File: config.mk
export PLATFORM = sky130hd
export DESIGN_NAME = utf8_bmp_decoder
export DESIGN_NICKNAME = d
export VERILOG_FILES = /design/src/u8d_pkg.sv /design/src/u8d_front.sv /design/src/u8d_queue.sv /design/src/u8d_back.sv /design/src/utf8_bmp_decoder.sv
export SDC_FILE = /design/constraint.sdc
export NUM_CORES = 1
export LEC_CHECK = 0
export BUFFER_PORTS_ARGS = -buffer_cell sky130_fd_sc_hd__buf_2
export CAP_MARGIN = 25
export CORE_ASPECT_RATIO = 0.8
export CORE_MARGIN = 8
export CORE_UTILIZATION = 55
export CTS_CLUSTER_DIAMETER = 50
export DETAILED_ROUTE_END_ITERATION = 16
export PLACE_DENSITY = 0.87
export SKIP_CTS_REPAIR_TIMING = 1
export SLEW_MARGIN = 20
export SYNTH_ARGS = -nofsm -noshare
export SYNTH_HDL_FRONTEND = slang
export SYNTH_SLANG_ARGS = --single-unit
File: constraint.sdc
create_clock -name clock -period 3.7 [get_ports clock]
set_clock_uncertainty 0.15 [all_clocks]
set_input_delay 0.74 -clock clock [delete_from_list [all_inputs] [get_ports clock]]
set_output_delay 0.74 -clock clock [all_outputs]
set_load 0.02 [all_outputs]
File: src/u8d_pkg.sv
// shared types and constants of the utf-8 bmp decoder
package u8d_pkg;

   localparam int QUEUE_DEPTH = 4;
   localparam int QUEUE_PTR_W = $clog2(QUEUE_DEPTH);
   localparam int QUEUE_CNT_W = $clog2(QUEUE_DEPTH + 1);

   // open sequence length codes
   localparam logic [1:0] LEN_NONE  = 2'd0;
   localparam logic [1:0] LEN_TWO   = 2'd2;
   localparam logic [1:0] LEN_THREE = 2'd3;

   typedef struct packed {
      logic [7:0] in_byte;
      logic       string_start;
   } req_type;

   typedef struct packed {
      logic [15:0] code_point;
      logic        is_raw;
      logic        error_flag;
      logic        last_of_run;
   } rsp_type;

   // one classified byte: count results, all but the last are held bytes
   // flushed raw, the last one carries code_point, is_raw and error_flag
   typedef struct packed {
      logic [1:0]  count;
      logic [7:0]  held0;
      logic [7:0]  held1;
      logic [15:0] code_point;
      logic        is_raw;
      logic        error_flag;
   } job_type;

   typedef struct packed {
      logic full;
      logic not_empty;
   } q_status_type;

endpackage

File: src/u8d_front.sv
// front end: takes bytes, tracks the open sequence and the sticky error, issues jobs
module u8d_front (
   input  logic               clock,
   input  logic               reset,
   input  logic               req_valid,
   output logic               req_stall,
   input  u8d_pkg::req_type   req_data,
   input  u8d_pkg::q_status_type q_status,
   output logic               push,
   output u8d_pkg::job_type   push_job
);
   import u8d_pkg::*;

   logic       sticky_ff, sticky_in;
   logic [1:0] exp_ff, exp_in;
   logic [1:0] cnt_ff, cnt_in;
   logic [7:0] held_ff [2];
   logic [7:0] held_in [2];

   logic       accept;
   logic       want_push;
   logic       err_cur;
   logic [1:0] exp_cur;
   logic [1:0] cnt_cur;
   logic       open;
   logic [7:0] b;
   logic       is_cont;
   logic [1:0] flush_cnt;
   job_type    job;

   assign req_stall = q_status.full;
   assign accept    = req_valid && !req_stall;
   assign push      = accept && want_push;
   assign push_job  = job;

   always_comb begin
      b         = req_data.in_byte;
      err_cur   = req_data.string_start ? 1'b0 : sticky_ff;
      exp_cur   = req_data.string_start ? LEN_NONE : exp_ff;
      cnt_cur   = req_data.string_start ? 2'd0 : cnt_ff;
      open      = (exp_cur == LEN_TWO || exp_cur == LEN_THREE) && cnt_cur != 2'd0;
      is_cont   = b[7:6] == 2'b10;
      flush_cnt = (cnt_cur > 2'd2) ? 2'd2 : cnt_cur;

      sticky_in  = err_cur;
      exp_in     = exp_cur;
      cnt_in     = cnt_cur;
      held_in[0] = held_ff[0];
      held_in[1] = held_ff[1];
      want_push  = 1'b0;

      job.count      = 2'd1;
      job.held0      = held_ff[0];
      job.held1      = held_ff[1];
      job.code_point = {8'd0, b};
      job.is_raw     = 1'b1;
      job.error_flag = 1'b0;

      if (err_cur) begin
         want_push      = 1'b1;
         job.error_flag = 1'b1;
      end else if (open) begin
         if (is_cont) begin
            if (({1'b0, cnt_cur} + 3'd1) >= {1'b0, exp_cur}) begin
               want_push  = 1'b1;
               job.is_raw = 1'b0;
               if (exp_cur == LEN_TWO) begin
                  job.code_point = {5'd0, held_ff[0][4:0], b[5:0]};
               end else begin
                  job.code_point = {held_ff[0][3:0], held_ff[1][5:0], b[5:0]};
               end
               exp_in = LEN_NONE;
               cnt_in = 2'd0;
            end else begin
               held_in[cnt_cur[0]] = b;
               cnt_in = cnt_cur + 2'd1;
            end
         end else begin
            // broken sequence: flush held bytes and this one raw
            want_push      = 1'b1;
            sticky_in      = 1'b1;
            job.count      = flush_cnt + 2'd1;
            job.error_flag = 1'b1;
            exp_in         = LEN_NONE;
            cnt_in         = 2'd0;
         end
      end else begin
         exp_in = LEN_NONE;
         cnt_in = 2'd0;
         if (b[7:5] == 3'b110) begin
            exp_in     = LEN_TWO;
            held_in[0] = b;
            cnt_in     = 2'd1;
         end else if (b[7:4] == 4'b1110) begin
            exp_in     = LEN_THREE;
            held_in[0] = b;
            cnt_in     = 2'd1;
         end else begin
            want_push  = 1'b1;
            job.is_raw = b[7];
         end
      end
   end

   always_ff @(posedge clock) begin
      if (reset) begin
         sticky_ff <= 1'b0;
         exp_ff    <= LEN_NONE;
         cnt_ff    <= 2'd0;
      end else if (accept) begin
         sticky_ff <= sticky_in;
         exp_ff    <= exp_in;
         cnt_ff    <= cnt_in;
      end
   end

   always_ff @(posedge clock) begin
      if (accept) begin
         held_ff[0] <= held_in[0];
         held_ff[1] <= held_in[1];
      end
   end

endmodule

File: src/u8d_queue.sv
// short job queue between front and back end
module u8d_queue (
   input  logic                  clock,
   input  logic                  reset,
   input  logic                  push,
   input  u8d_pkg::job_type      push_job,
   input  logic                  pop,
   output u8d_pkg::job_type      head_job,
   output u8d_pkg::q_status_type q_status
);
   import u8d_pkg::*;

   job_type                entry_ff [QUEUE_DEPTH];
   logic [QUEUE_PTR_W-1:0] wr_ptr_ff, wr_ptr_in;
   logic [QUEUE_PTR_W-1:0] rd_ptr_ff, rd_ptr_in;
   logic [QUEUE_CNT_W-1:0] count_ff, count_in;

   assign head_job           = entry_ff[rd_ptr_ff];
   assign q_status.full      = count_ff == QUEUE_CNT_W'(QUEUE_DEPTH);
   assign q_status.not_empty = count_ff != '0;

   always_comb begin
      wr_ptr_in = push ? wr_ptr_ff + 1'b1 : wr_ptr_ff;
      rd_ptr_in = pop ? rd_ptr_ff + 1'b1 : rd_ptr_ff;
      count_in  = count_ff;
      if (push && !pop) begin
         count_in = count_ff + 1'b1;
      end else if (pop && !push) begin
         count_in = count_ff - 1'b1;
      end
   end

   always_ff @(posedge clock) begin
      if (reset) begin
         wr_ptr_ff <= '0;
         rd_ptr_ff <= '0;
         count_ff  <= '0;
      end else begin
         wr_ptr_ff <= wr_ptr_in;
         rd_ptr_ff <= rd_ptr_in;
         count_ff  <= count_in;
      end
   end

   always_ff @(posedge clock) begin
      if (push) begin
         entry_ff[wr_ptr_ff] <= push_job;
      end
   end

endmodule

File: src/u8d_back.sv
// back end: expands each job into one to three result beats
module u8d_back (
   input  logic                  clock,
   input  logic                  reset,
   input  u8d_pkg::job_type      head_job,
   input  u8d_pkg::q_status_type q_status,
   output logic                  pop,
   output logic                  rsp_valid,
   input  logic                  rsp_stall,
   output u8d_pkg::rsp_type      rsp_data
);
   import u8d_pkg::*;

   logic [1:0] idx_ff, idx_in;
   logic       rsp_valid_ff, rsp_valid_in;
   rsp_type    rsp_ff, rsp_in;
   logic       load;
   logic       is_last;

   assign rsp_valid = rsp_valid_ff;
   assign rsp_data  = rsp_ff;

   always_comb begin
      load    = q_status.not_empty && (!rsp_valid_ff || !rsp_stall);
      is_last = (idx_ff + 2'd1) >= head_job.count;
      pop     = load && is_last;

      if (is_last) begin
         rsp_in.code_point = head_job.code_point;
         rsp_in.is_raw     = head_job.is_raw;
         rsp_in.error_flag = head_job.error_flag;
      end else begin
         // held bytes of a broken sequence
         rsp_in.code_point = {8'd0, (idx_ff == 2'd0) ? head_job.held0 : head_job.held1};
         rsp_in.is_raw     = 1'b1;
         rsp_in.error_flag = 1'b1;
      end
      rsp_in.last_of_run = is_last;

      idx_in = idx_ff;
      if (load) begin
         idx_in = is_last ? 2'd0 : idx_ff + 2'd1;
      end

      if (load) begin
         rsp_valid_in = 1'b1;
      end else if (rsp_stall) begin
         rsp_valid_in = rsp_valid_ff;
      end else begin
         rsp_valid_in = 1'b0;
      end
   end

   always_ff @(posedge clock) begin
      if (reset) begin
         idx_ff       <= 2'd0;
         rsp_valid_ff <= 1'b0;
      end else begin
         idx_ff       <= idx_in;
         rsp_valid_ff <= rsp_valid_in;
      end
   end

   always_ff @(posedge clock) begin
      if (load) begin
         rsp_ff <= rsp_in;
      end
   end

endmodule

File: src/utf8_bmp_decoder.sv
// utf-8 decoder for code points up to 0xffff, one byte per cycle in while the job queue is not full
// a taken byte's job is registered in the job queue, then its result beat in the output register
// throughput: one byte per cycle while the job queue is not full; a broken sequence costs two or three result beats,
// absorbed by the four-entry job queue and set by the single output register
// reset: synchronous, clears the sticky error, any open sequence, the queue and the output valid
module utf8_bmp_decoder (
   input  logic             clock,
   input  logic             reset,
   input  logic             req_valid,
   output logic             req_stall,
   input  u8d_pkg::req_type req_data,
   output logic             rsp_valid,
   input  logic             rsp_stall,
   output u8d_pkg::rsp_type rsp_data
);
   import u8d_pkg::*;

   logic         push;
   logic         pop;
   job_type      push_job;
   job_type      head_job;
   q_status_type q_status;

   u8d_front u_front (
      .clock     (clock),
      .reset     (reset),
      .req_valid (req_valid),
      .req_stall (req_stall),
      .req_data  (req_data),
      .q_status  (q_status),
      .push      (push),
      .push_job  (push_job)
   );

   u8d_queue u_queue (
      .clock    (clock),
      .reset    (reset),
      .push     (push),
      .push_job (push_job),
      .pop      (pop),
      .head_job (head_job),
      .q_status (q_status)
   );

   u8d_back u_back (
      .clock     (clock),
      .reset     (reset),
      .head_job  (head_job),
      .q_status  (q_status),
      .pop       (pop),
      .rsp_valid (rsp_valid),
      .rsp_stall (rsp_stall),
      .rsp_data  (rsp_data)
   );

endmodule
# Word-level counts from Yosys, hierarchy flattened
# Memories as Yosys holds them, arrays and structs flattened. A register that Yosys moved wholly into a read port is not among the register bits.
# Cells that the tools add are included.
[classes] add_sub_neg=8 bitwise_logic=1 n_eq_ne=7 n_lt_le_gt_ge=5 mux=59 n_reduce_logical=19
[ops] op="16-bit two-way mux" n=5
[ops] op="17-bit two-way mux" n=3
[ops] op="8-bit two-way mux" n=6
[ops] op="2-bit two-way mux" n=20
[ops] op="1-bit two-way mux" n=20
[ops] op="16-bit bitwise mux" n=1
[ops] op="2-bit by 1-bit adder with 2-bit output, second input constant" n=5
[ops] op="10-bit two-way mux" n=1
[ops] op="8-bit demux with 1-bit select" n=1
[ops] op="1-bit logical AND" n=8
[ops] op="2-bit == test, second input constant" n=3
[ops] op="3-bit == test, second input constant" n=2
[ops] op="3-bit two-way mux" n=2
[ops] op="1-bit logical NOT" n=5
[ops] op="4-bit == test, second input constant" n=1
[ops] op="2-bit nonzero test" n=2
[ops] op="2-bit by 1-bit adder with 3-bit output, second input constant" n=1
[ops] op="3-bit by 1-bit adder with 3-bit output, second input constant" n=1
[ops] op="3-bit by 2-bit greater-or-equal comparator with 1-bit output" n=1
[ops] op="3-bit nonzero test" n=1
[ops] op="3-bit by 1-bit subtractor with 3-bit output, second input constant" n=1
[ops] op="2-bit greater-or-equal comparator" n=1
[ops] op="2-bit greater-or-equal comparator, second input constant" n=1
[ops] op="2-bit greater-than comparator, second input constant" n=1
[ops] op="other kinds (5)" n=6
[totals] mem_count=2 ramBits=160 input_bits=13 register_bits=34 wordCells=114
[mem_list] memory="u_queue.entry_ff" words=4 width=36 rd=1 rd_clocked_by_memory_dff=1 write_ports=1 line="u8d_queue.sv:13" text="job_type entry_ff [QUEUE_DEPTH];"
[mem_list] memory="u_front.held_ff" words=2 width=8 rd=2 rd_clocked_by_memory_dff=0 write_ports=2 line="u8d_front.sv:17" text="logic [7:0] held_ff [2];"

# Logic depth before layout (Yosys ltp)
# Gate-level depths: netlist (run 1).
[logic_depth] depth_word=12 ltp_mapped=14 ltp_nobuf=12

# Cells and area by module
# Synthesis (run 1) repeated with hierarchy kept, for this count alone.
[hier_totals] cells_unflattened=411 hier_area_um2=7963.9
[by_module_without_submodules] mod="u8d_queue" seq_area_each_um2=4504.3 cells_each=232 instances=1 area_each_um2=5679.2
[by_module_without_submodules] mod="u8d_front" seq_area_each_um2=580.6 cells_each=109 instances=1 area_each_um2=1217.4
[by_module_without_submodules] mod="u8d_back" seq_area_each_um2=630.6 cells_each=70 instances=1 area_each_um2=1067.3

# Worst setup path after synthesis (run 1)
# OpenSTA, ideal clock, no wires.
[synth_timing] kind="register -> register" from="register with a tool-made name" to="register u_queue.count_ff[2]" required_ns=3.479 path_stages_with_launch=15 arrival_time_ns=3.571 n_path_buf=2 path_slack_ns=-0.092 path_cell_list="dfxtp_1 -> buf_2 -> buf_2 -> mux4_2 -> ha_1 -> nand2b_1 -> a21oi_1 -> clkinv_1 -> nand2_1 -> ha_1 -> inv_1 -> fa_1 -> xor2_1 -> or3_1 -> a21oi_1"
[synth_rtl] element="end signal, assigned" line="u8d_queue.sv:41" text="count_ff <= count_in;"
[synth_rtl] element="end, declared" line="u8d_queue.sv:16" text="logic [QUEUE_CNT_W-1:0] count_ff, count_in;"

==> flow_summary.ini, run 1 <==
[routing]
ant_nets = 0
via_count = 3974
drcViolationCount = 0
drt_iter0_markers = 306
wl_per_cell_um = 21.8
viasPerCell = 5.98
first_pass_iters = 5
drt-total-wl_um = 14500

[sta]
rsz0062_at_grt = false
timing.final.crit_share = 0.911
worstMarginPinSlew_ns = 0.765
slew_viol_final = 0
tns_ns = 0
maxClockFrequency_mhz = 297
min_period_ns = 3.37
max_slew_margin = 0.488
setup_viol = 0
hold_viol_final = 0

[floorplan]
fp.dieW_um = 149
core_um2 = 13600
die_h_um = 122
dieArea_um2 = 18200
rows = 38
io_pins = 34
start_util = 0.568

[logic_synthesis]
ys.warnings.count = 0
synth_compound_area_frac = 0.0346
synth_adder_area_share = 0.0213
synth-seq-cells = 196
yosys-top-cells-area = edfxtp_1 69%, mux4_2 10%, dfxtp_1 4.4%, ha_1 1.6%, mux2i_1 1.6%
synth-simple-area-share = 0.0657
synth_xor_xnor_area_share = 0.00565
syn-num-nets = 445
async_flop_share = 0
synth_top_area_frac = 0.694
yosysSeqAreaShare = 0.738
synth.most_common_cell = edfxtp_1
synth_top_family_by_area = multiplexers
syn-cell-area_um2 = 7750
syn_inst = 420
synth_common_cells = 179 x edfxtp_1, 36 x mux4_2, 20 x nand2_1, 20 x nor2_1, 17 x dfxtp_1
synth_cell_type_count = 49
synthMuxAreaShare = 0.120
ys.flop_type = edfxtp_1
synth.avg_cell_area_um2 = 18.4
synth_edf_count = 179
synth_top_cell_by_area = edfxtp_1

[grt]
antenna_found_initial = 0
overflow = 0
grt_first_pass_wirelength_um = 23000
grt_usage = 0.170
grt_pass1_vias = 4185
grt_max_degree = 37

[setup_path]
start_kind = flip-flop
crit_family = adder cells
required_ns = 3.91
crit_type = reg -> reg
critPathMaxStageDelay_ns = 0.51
path_cells = mux4_2 > ha_1 > nand2b_1 > a21oi_2 > clkinv_1 > nand2_1 > ha_1 > inv_1 > fa_1 > xor2_1 > or3_1 > a21oi_1
worst-path-buf-inv = 2
end_kind = flip-flop
critPathArrivalTime_ns = 3.58
path_max_fanout = 5
slowest_stage = mux4_2
cpMostUsedCell = ha_1

[cells_and_area]
fillers = 902
nets = 497
final_layout_size_suffix_gt1_frac = 0.274
antennaDiodeCount = 0
fin_cells = 665
syn_to_final_growth_pct = 14.1

[flow_run]
maxCapViolCount = 0

[clock_network]
cts_buffer_depth = 2
cts_tree = done
clock-sinks = 196
root_buffer = clkbuf_16
path_clk_slew_ns = 0.07
insertion_delay_ns = 0.43
cts_buffers = 17
htree_levels = 4

[power]
irDropWorstVdd_v = 0.000501
cellLeakagePower_uw = 0.00307
power.density_nw_per_um2 = 709

[place]
dp.final_hpwl_um = 8830
placed_cells = 633
place.gp.congestion = 0.887
portBuffers = 33

[status]
status = finished clean

[min_path]
hp-class = reg -> reg
## power by group
part           total [µW]  switching (µW)  internal (µW)
clock network        1850             770           1080
registers            2880            96.8           2780
logic                1540             942            598
## stage by stage
step                      setup slack, ns  hold WS (ns)   util  total power (µW)  instance area (µm²)
after floorplan                   0.00457         0.282      -              3960                 7750
after global placement              0.238         0.290  0.603              4410                 8230
after detailed placement           0.0805         0.294  0.603              4480                 8230
after CTS                           0.197         0.303  0.647              6310                 8830
after global routing                0.123         0.312  0.648              6550                 8840
final                               0.331         0.303  0.648              6260                 8840
## area by class of cell
cell class / count / area (µm²) / area share
Sequential cell: 196 / 5720 / 0.647
Timing Repair Buffer: 47 / 320 / 0.0362
Clock buffer: 19 / 443 / 0.0501
Inverter: 13 / 51.3 / 0.00580
Clock inverter: 13 / 160 / 0.0181
Multi-Input combinational cell: 197 / 1920 / 0.217
Tap cell: 180 / 225 / 0.0255
## placed cells by master, fill, tap and decap left out, drive strengths merged, types with 4 or more instances in the layout
cell type / netlist / layout
nand3: 6 / 6
inv: 12 / 12
nand2: 20 / 20
ha: 10 / 10
clkbuf: 6 / 19
nor3: 4 / 4
buf: 8 / 47
a21oi: 10 / 10
edfxtp: 179 / 179
clkinvlp: 0 / 5
mux4: 36 / 36
nor2: 21 / 21
nor2b: 8 / 8
xor2: 4 / 4
o21ai: 15 / 15
clkinv: 1 / 6
and2: 19 / 19
mux2i: 12 / 12
dfxtp: 17 / 17
nand2b: 6 / 6
## path summary, 6_finish.rpt
kind / start / end / cells after the start / slack [ns]
setup reg to reg: flip-flop / u_queue.count_ff[2] / 12 / 0.33
hold reg to reg: u_back.idx_ff[1] / u_back.idx_ff[1] / 2 / 0.30
hold / removal: u_back.idx_ff[1] / u_back.idx_ff[1] / 2 / 0.30
setup / recovery: flip-flop / u_queue.count_ff[2] / 12 / 0.33
## cell families (layout without fill, tap and decap cells)
kind of cell / Yosys count / after routing
buffers and inverters: 27 / 92
DFF: 196 / 196
muxes: 48 / 48
xor gates and xnor gates: 5 / 5
AOI/OAI and AO/OA: 39 / 39
and+or+nand+nor: 93 / 93
adders and majority gates: 12 / 12
## tightest hold or removal path, delay by kind of cell, from the launching register on
kind	cells	cell delay [ns]
AOI/OAI and AO/OA	1	0.05
DFF	1	0.31
and+or+nand+nor	1	0.05
## layer usage
| metal | track usage | share of wire | up-vias |
|---|---|---|---|
| li1 | - | - | 1737 |
| met1 | 0.219 | 0.43 | 2056 |
| met2 | 0.276 | 0.49 | 160 |
| met3 | 0.0471 | 0.077 | 21 |
| met4 | 0.0547 | 0.011 | 0 |
| met5 | 0 | 0 | - |
## state kept, by name, summed over array words and instances, names as in the netlist, named ones only
register and flops:
u_back.idx_ff 2, u_front.exp_ff 2, u_front.cnt_ff 2, u_back.rsp_data 19
u_queue.count_ff 3, u_front.sticky_ff 1, u_queue.rd_ptr_ff 2, u_back.rsp_valid 1
u_queue.entry_ff 144, u_queue.wr_ptr_ff 2, u_front.held_ff 16
Power figures use the tool's default switching activity.
==> inputs of run 2 (changes only) <==
--- a/config.mk
+++ b/config.mk
@@ -12,7 +12,7 @@
 export CORE_UTILIZATION = 55
 export CTS_CLUSTER_DIAMETER = 50
 export DETAILED_ROUTE_END_ITERATION = 16
-export PLACE_DENSITY = 0.87
+export PLACE_DENSITY = 0.84
 export SKIP_CTS_REPAIR_TIMING = 1
 export SLEW_MARGIN = 20
 export SYNTH_ARGS = -nofsm -noshare
==> constraint.sdc (replaced) <==
create_clock -name clock -period 3.4 [get_ports clock]
set_clock_uncertainty 0.15 [all_clocks]
set_input_delay 0.68 -clock clock [delete_from_list [all_inputs] [get_ports clock]]
set_output_delay 0.68 -clock clock [all_outputs]
set_load 0.02 [all_outputs]
==> run 2 against run 1 <==
Global-route usage barely moved. Register-to-register slack got worse by 0.12 ns. Largest power group unchanged. Sequential power rose by 8.7%. Largest cell class unchanged. Core utilization rose by 0.69 points. Clock power rose by 16%. Power rose by 12%. Design area rose by 1.1%. Critical path type unchanged. First-iteration DRC count rose by 5.9%.
==> flow_summary.ini, run 2 (synthesized netlist as in run 1, its figures left out) <==
[grt]
grt_max_degree = 37
antenna_found_initial = 0
grt_usage = 0.170
overflow = 0
grt_first_pass_wirelength_um = 23000
grt_pass1_vias = 4154

[setup_path]
critPathMaxStageDelay_ns = 0.51
slowest_stage = mux4_2
regToRegSetupSlack_ns = 0.21
path_cells = mux4_2 > ha_1 > nand2b_1 > a21oi_4 > clkinv_2 > nand2_1 > ha_2 > inv_1 > fa_1 > xor2_1 > or3_1 > a21oi_1
crit_type = reg -> reg
end_kind = flip-flop
start_kind = flip-flop
ff2ff_path_depth = 12
r2r_end = u_queue.count_ff[2]
required_ns = 3.61
critPathCapture = u_queue.count_ff[2]
path_max_fanout = 5
critPathArrivalTime_ns = 3.40

[routing]
drt_iter0_markers = 324
wl_per_cell_um = 21.4
via_count = 3968
drt-total-wl_um = 14400
ant_nets = 0
drcViolationCount = 0
first_pass_iters = 5
viasPerCell = 5.92

[floorplan]
fp.dieW_um = 149
io_pins = 34
rows = 38
core_um2 = 13600
dieArea_um2 = 18200
die_h_um = 122
start_util = 0.568

[clock_network]
cts_tree = done
clock-sinks = 196
root_buffer = clkbuf_16
htree_levels = 4
cts_buffer_depth = 2
insertion_delay_ns = 0.43
cts_buffers = 17
path_clk_slew_ns = 0.06

[place]
place.gp.congestion = 0.861
detailedPlace.worstSlack_ns = -0.0886
portBuffers = 33
placed_cells = 638
placed_area_um2 = 8280
dp.final_hpwl_um = 8970

[sta]
min_period_ns = 3.19
hold_viol_final = 0
max_slew_margin = 0.513
fin_ws_ns = 0.207
worstMarginPinSlew_ns = 0.722
maxClockFrequency_mhz = 313
timing.final.crit_share = 0.939
slew_viol_final = 0
setup_viol = 0
rsz0062_at_grt = false

[power]
cellLeakagePower_uw = 0.00312
power_uw = 6990
power.density_nw_per_um2 = 782
irDropWorstVdd_v = 0.000716

[cells_and_area]
final_layout_size_suffix_gt1_frac = 0.284
layout_commonest_cell = edfxtp_1
syn_to_final_growth_pct = 15.3
largest_reg_flops = 144
largest_register = u_queue.entry_ff
fin_util = 0.655
antennaDiodeCount = 0
nets = 502
finalInstanceArea_um2 = 8930
final_cell_mix = 179 x edfxtp_1, 36 x mux4_2, 33 x buf_2
fin_cells = 670

[status]
status = finished clean

[min_path]
hp-class = reg -> reg

[flow_run]
maxCapViolCount = 0
## run 2: worst max-delay path, delay by kind of cell (launching register included)
family	cells	cell delay (ns)
xor+xnor	1	0.17
simple gates	3	0.59
mux	1	0.51
fa+ha+maj	3	0.86
buf+inv	2	0.13
flops	1	0.38
compound gates	2	0.34
## run 2: per-layer routing
layer / track usage / vias to the layer above / wire length, µm
met4: 0.0648 / 0 / 266
met1: 0.219 / 2042 / 5960
met5: 0 / - / 0
met3: 0.0489 / 21 / 983
li1: - / 1744 / -
met2: 0.271 / 161 / 7150
## run 2: per-stage QoR
stage               hold WS [ns]  TNS (ns)
floorplan                  0.282         0
global placement           0.288         0
detailed placement         0.327   -0.0886
CTS                        0.333         0
global route               0.342         0
finish                     0.338         0
## run 2: area by class of cell
type / instances / area, µm²
clock inverters: 13 / 208
fillers: 901 / 4710
well taps: 180 / 225
repair buffers: 52 / 358
flip-flops and latches: 196 / 5720
multi-input cells: 197 / 1940
inverters: 13 / 52.6
clock buffers: 19 / 433
## run 2: worst min-delay path by stage
stage                     slack, ns                      to  cells after the start             start
after global placement         0.29        u_back.idx_ff[1]                      2  u_back.idx_ff[1]
after detailed placement       0.33        u_back.idx_ff[0]                      2  u_back.idx_ff[0]
final                          0.34        u_back.idx_ff[0]                      2  u_back.idx_ff[0]
after CTS                      0.33  u_queue.entry_ff[1][3]                      1       req_data[2]
after floorplan                0.28        u_back.idx_ff[1]                      2  u_back.idx_ff[1]
after global routing           0.34  u_front.held_ff[0][10]                      1       req_data[3]
## run 2: power breakdown
group | internal, µW | switching (µW) | total [µW]
Clock | 1300 | 833 | 2140
Sequential | 3020 | 107 | 3130
Combinational | 682 | 1030 | 1720
==> inputs of run 3 (changes only) <==
==> constraint.sdc (replaced) <==
create_clock -name clock -period 3.8 [get_ports clock]
set_clock_uncertainty 0.15 [all_clocks]
set_input_delay 0.76 -clock clock [delete_from_list [all_inputs] [get_ports clock]]
set_output_delay 0.76 -clock clock [all_outputs]
set_load 0.02 [all_outputs]
==> run 3 against run 2 <==
Via count shrank 2.6%. Flip-flop and latch count is the same. Design area shrank 1.3%. Critical path type unchanged. Power shrank 15%. Register-to-register slack gained 0.12 ns. Die area is the same.
==> flow_summary.ini, run 3 (synthesized netlist as in run 1, its figures left out) <==
[routing]
drt-total-wl_um = 13400
ant_nets = 0
wl_per_cell_um = 20.2
viasPerCell = 5.79
drcViolationCount = 0
via_count = 3863
drt_iter0_markers = 326
first_pass_iters = 5

[power]
switchingPower_uw = 1660
pwr-share-comb = 0.247
seqPwrFrac = 0.472
power.share.clock = 0.281
swShare = 0.281
cellLeakagePower_uw = 0.00307
power.density_nw_per_um2 = 672
power_uw = 5920
irDropWorstVdd_v = 0.000495
p_int_uw = 4260

[cells_and_area]
nets = 499
layout_commonest_cell = edfxtp_1
syn_to_final_growth_pct = 13.7
fin_cells = 667
final_cell_mix = 179 x edfxtp_1, 36 x mux4_2, 33 x buf_2
largest_register = u_queue.entry_ff
antennaDiodeCount = 0
largest_reg_flops = 144
final_layout_size_suffix_gt1_frac = 0.263

[floorplan]
rows = 38
start_util = 0.568
io_pins = 34
fp.dieW_um = 149
core_um2 = 13600
dieArea_um2 = 18200
die_h_um = 122

[setup_path]
regToRegSetupSlack_ns = 0.32
end_kind = flip-flop
required_ns = 4.02
ff2ff_path_depth = 12
critPathArrivalTime_ns = 3.69
crit_type = reg -> reg
path_max_fanout = 5
critPathCapture = u_queue.count_ff[2]
r2r_end = u_queue.count_ff[2]
start_kind = flip-flop

[sta]
max_slew_margin = 0.489
fin_ws_ns = 0.323
worstMarginPinSlew_ns = 0.758
maxClockFrequency_mhz = 288
setup_viol = 0
slew_viol_final = 0
rsz0062_at_grt = false
tns_ns = 0
hold_viol_final = 0
timing.final.crit_share = 0.915
min_period_ns = 3.48

[status]
status = finished clean

[place]
placed_cells = 635
detailedPlace.worstSlack_ns = 0.249
portBuffers = 33
dp.final_hpwl_um = 8360
place.gp.congestion = 0.835

[clock_network]
path_clk_slew_ns = 0.06
htree_levels = 4
cts_buffers = 17
cts_tree = done
cts_buffer_depth = 2
root_buffer = clkbuf_16
insertion_delay_ns = 0.43
clock-sinks = 196

[min_path]
hp-class = reg -> reg

[grt]
antenna_found_initial = 0
overflow = 0
grt_pass1_vias = 4064
grt_max_degree = 37
grt_first_pass_wirelength_um = 21500
grt_usage = 0.160

[flow_run]
maxCapViolCount = 0
## run 3: critical path: stages, from the launching register on
cell,delay [ns]
dfxtp_2,0.38
mux4_2,0.52
ha_1,0.31
nand2b_1,0.15
a21oi_1,0.34
clkinv_1,0.17
nand2_1,0.14
ha_1,0.20
inv_1,0.06
fa_1,0.37
xor2_1,0.18
or3_1,0.30
a21oi_1,0.14
## run 3: cell type report
cell class,instances,area (µm²)
Clock buffer,29,544
Timing Repair Buffer,49,335
Tap cell,180,225
Sequential cell,196,5720
Inverter,13,51.3
Clock inverter,3,15.0
Fill cell,898,4830
Multi-Input combinational cell,197,1920
## run 3: routing by layer
metal | vias to the layer above | global-route usage | routed length (µm) | share of wire
met3 | 26 | 0.0456 | 788 | 0.059
met2 | 115 | 0.259 | 6760 | 0.50
li1 | 1749 | - | - | -
met4 | 0 | 0.0750 | 220 | 0.016
met5 | - | 0 | 0 | 0
met1 | 1973 | 0.197 | 5680 | 0.42
## run 3: per-stage QoR
step | area [µm²] | utilization | hold WS [ns]
after floorplan | 7750 | - | 0.282
after global placement | 8250 | 0.605 | 0.291
after detailed placement | 8250 | 0.605 | 0.321
after CTS | 8810 | 0.646 | 0.331
after global routing | 8810 | 0.646 | 0.354
final | 8810 | 0.646 | 0.324
## run 3: worst min path at each step
| stage | from | to | depth (start not counted) | slack, ns |
|---|---|---|---|---|
| 2_1_floorplan | u_back.idx_ff[1] | u_back.idx_ff[1] | 2 | 0.28 |
| 4_1_cts | u_back.rsp_valid | u_back.rsp_valid | 2 | 0.33 |
| 3_3_place_gp | u_back.idx_ff[1] | u_back.idx_ff[1] | 2 | 0.29 |
| 6_report | u_back.rsp_valid | u_back.rsp_valid | 2 | 0.32 |
| 5_1_grt | u_back.idx_ff[1] | u_back.idx_ff[1] | 2 | 0.35 |
| 3_5_place_dp | u_back.rsp_valid | u_back.rsp_valid | 2 | 0.32 |
## run 3: power groups by stage
stage | clock network [µW] | registers [µW] | logic [µW]
3_5_place_dp | 0 | 2840 | 1480
4_1_cts | 1690 | 2800 | 1490
2_1_floorplan | 0 | 2970 | 880
6_report | 1660 | 2800 | 1460
3_3_place_gp | 0 | 2830 | 1450
5_1_grt | 1770 | 2820 | 1620
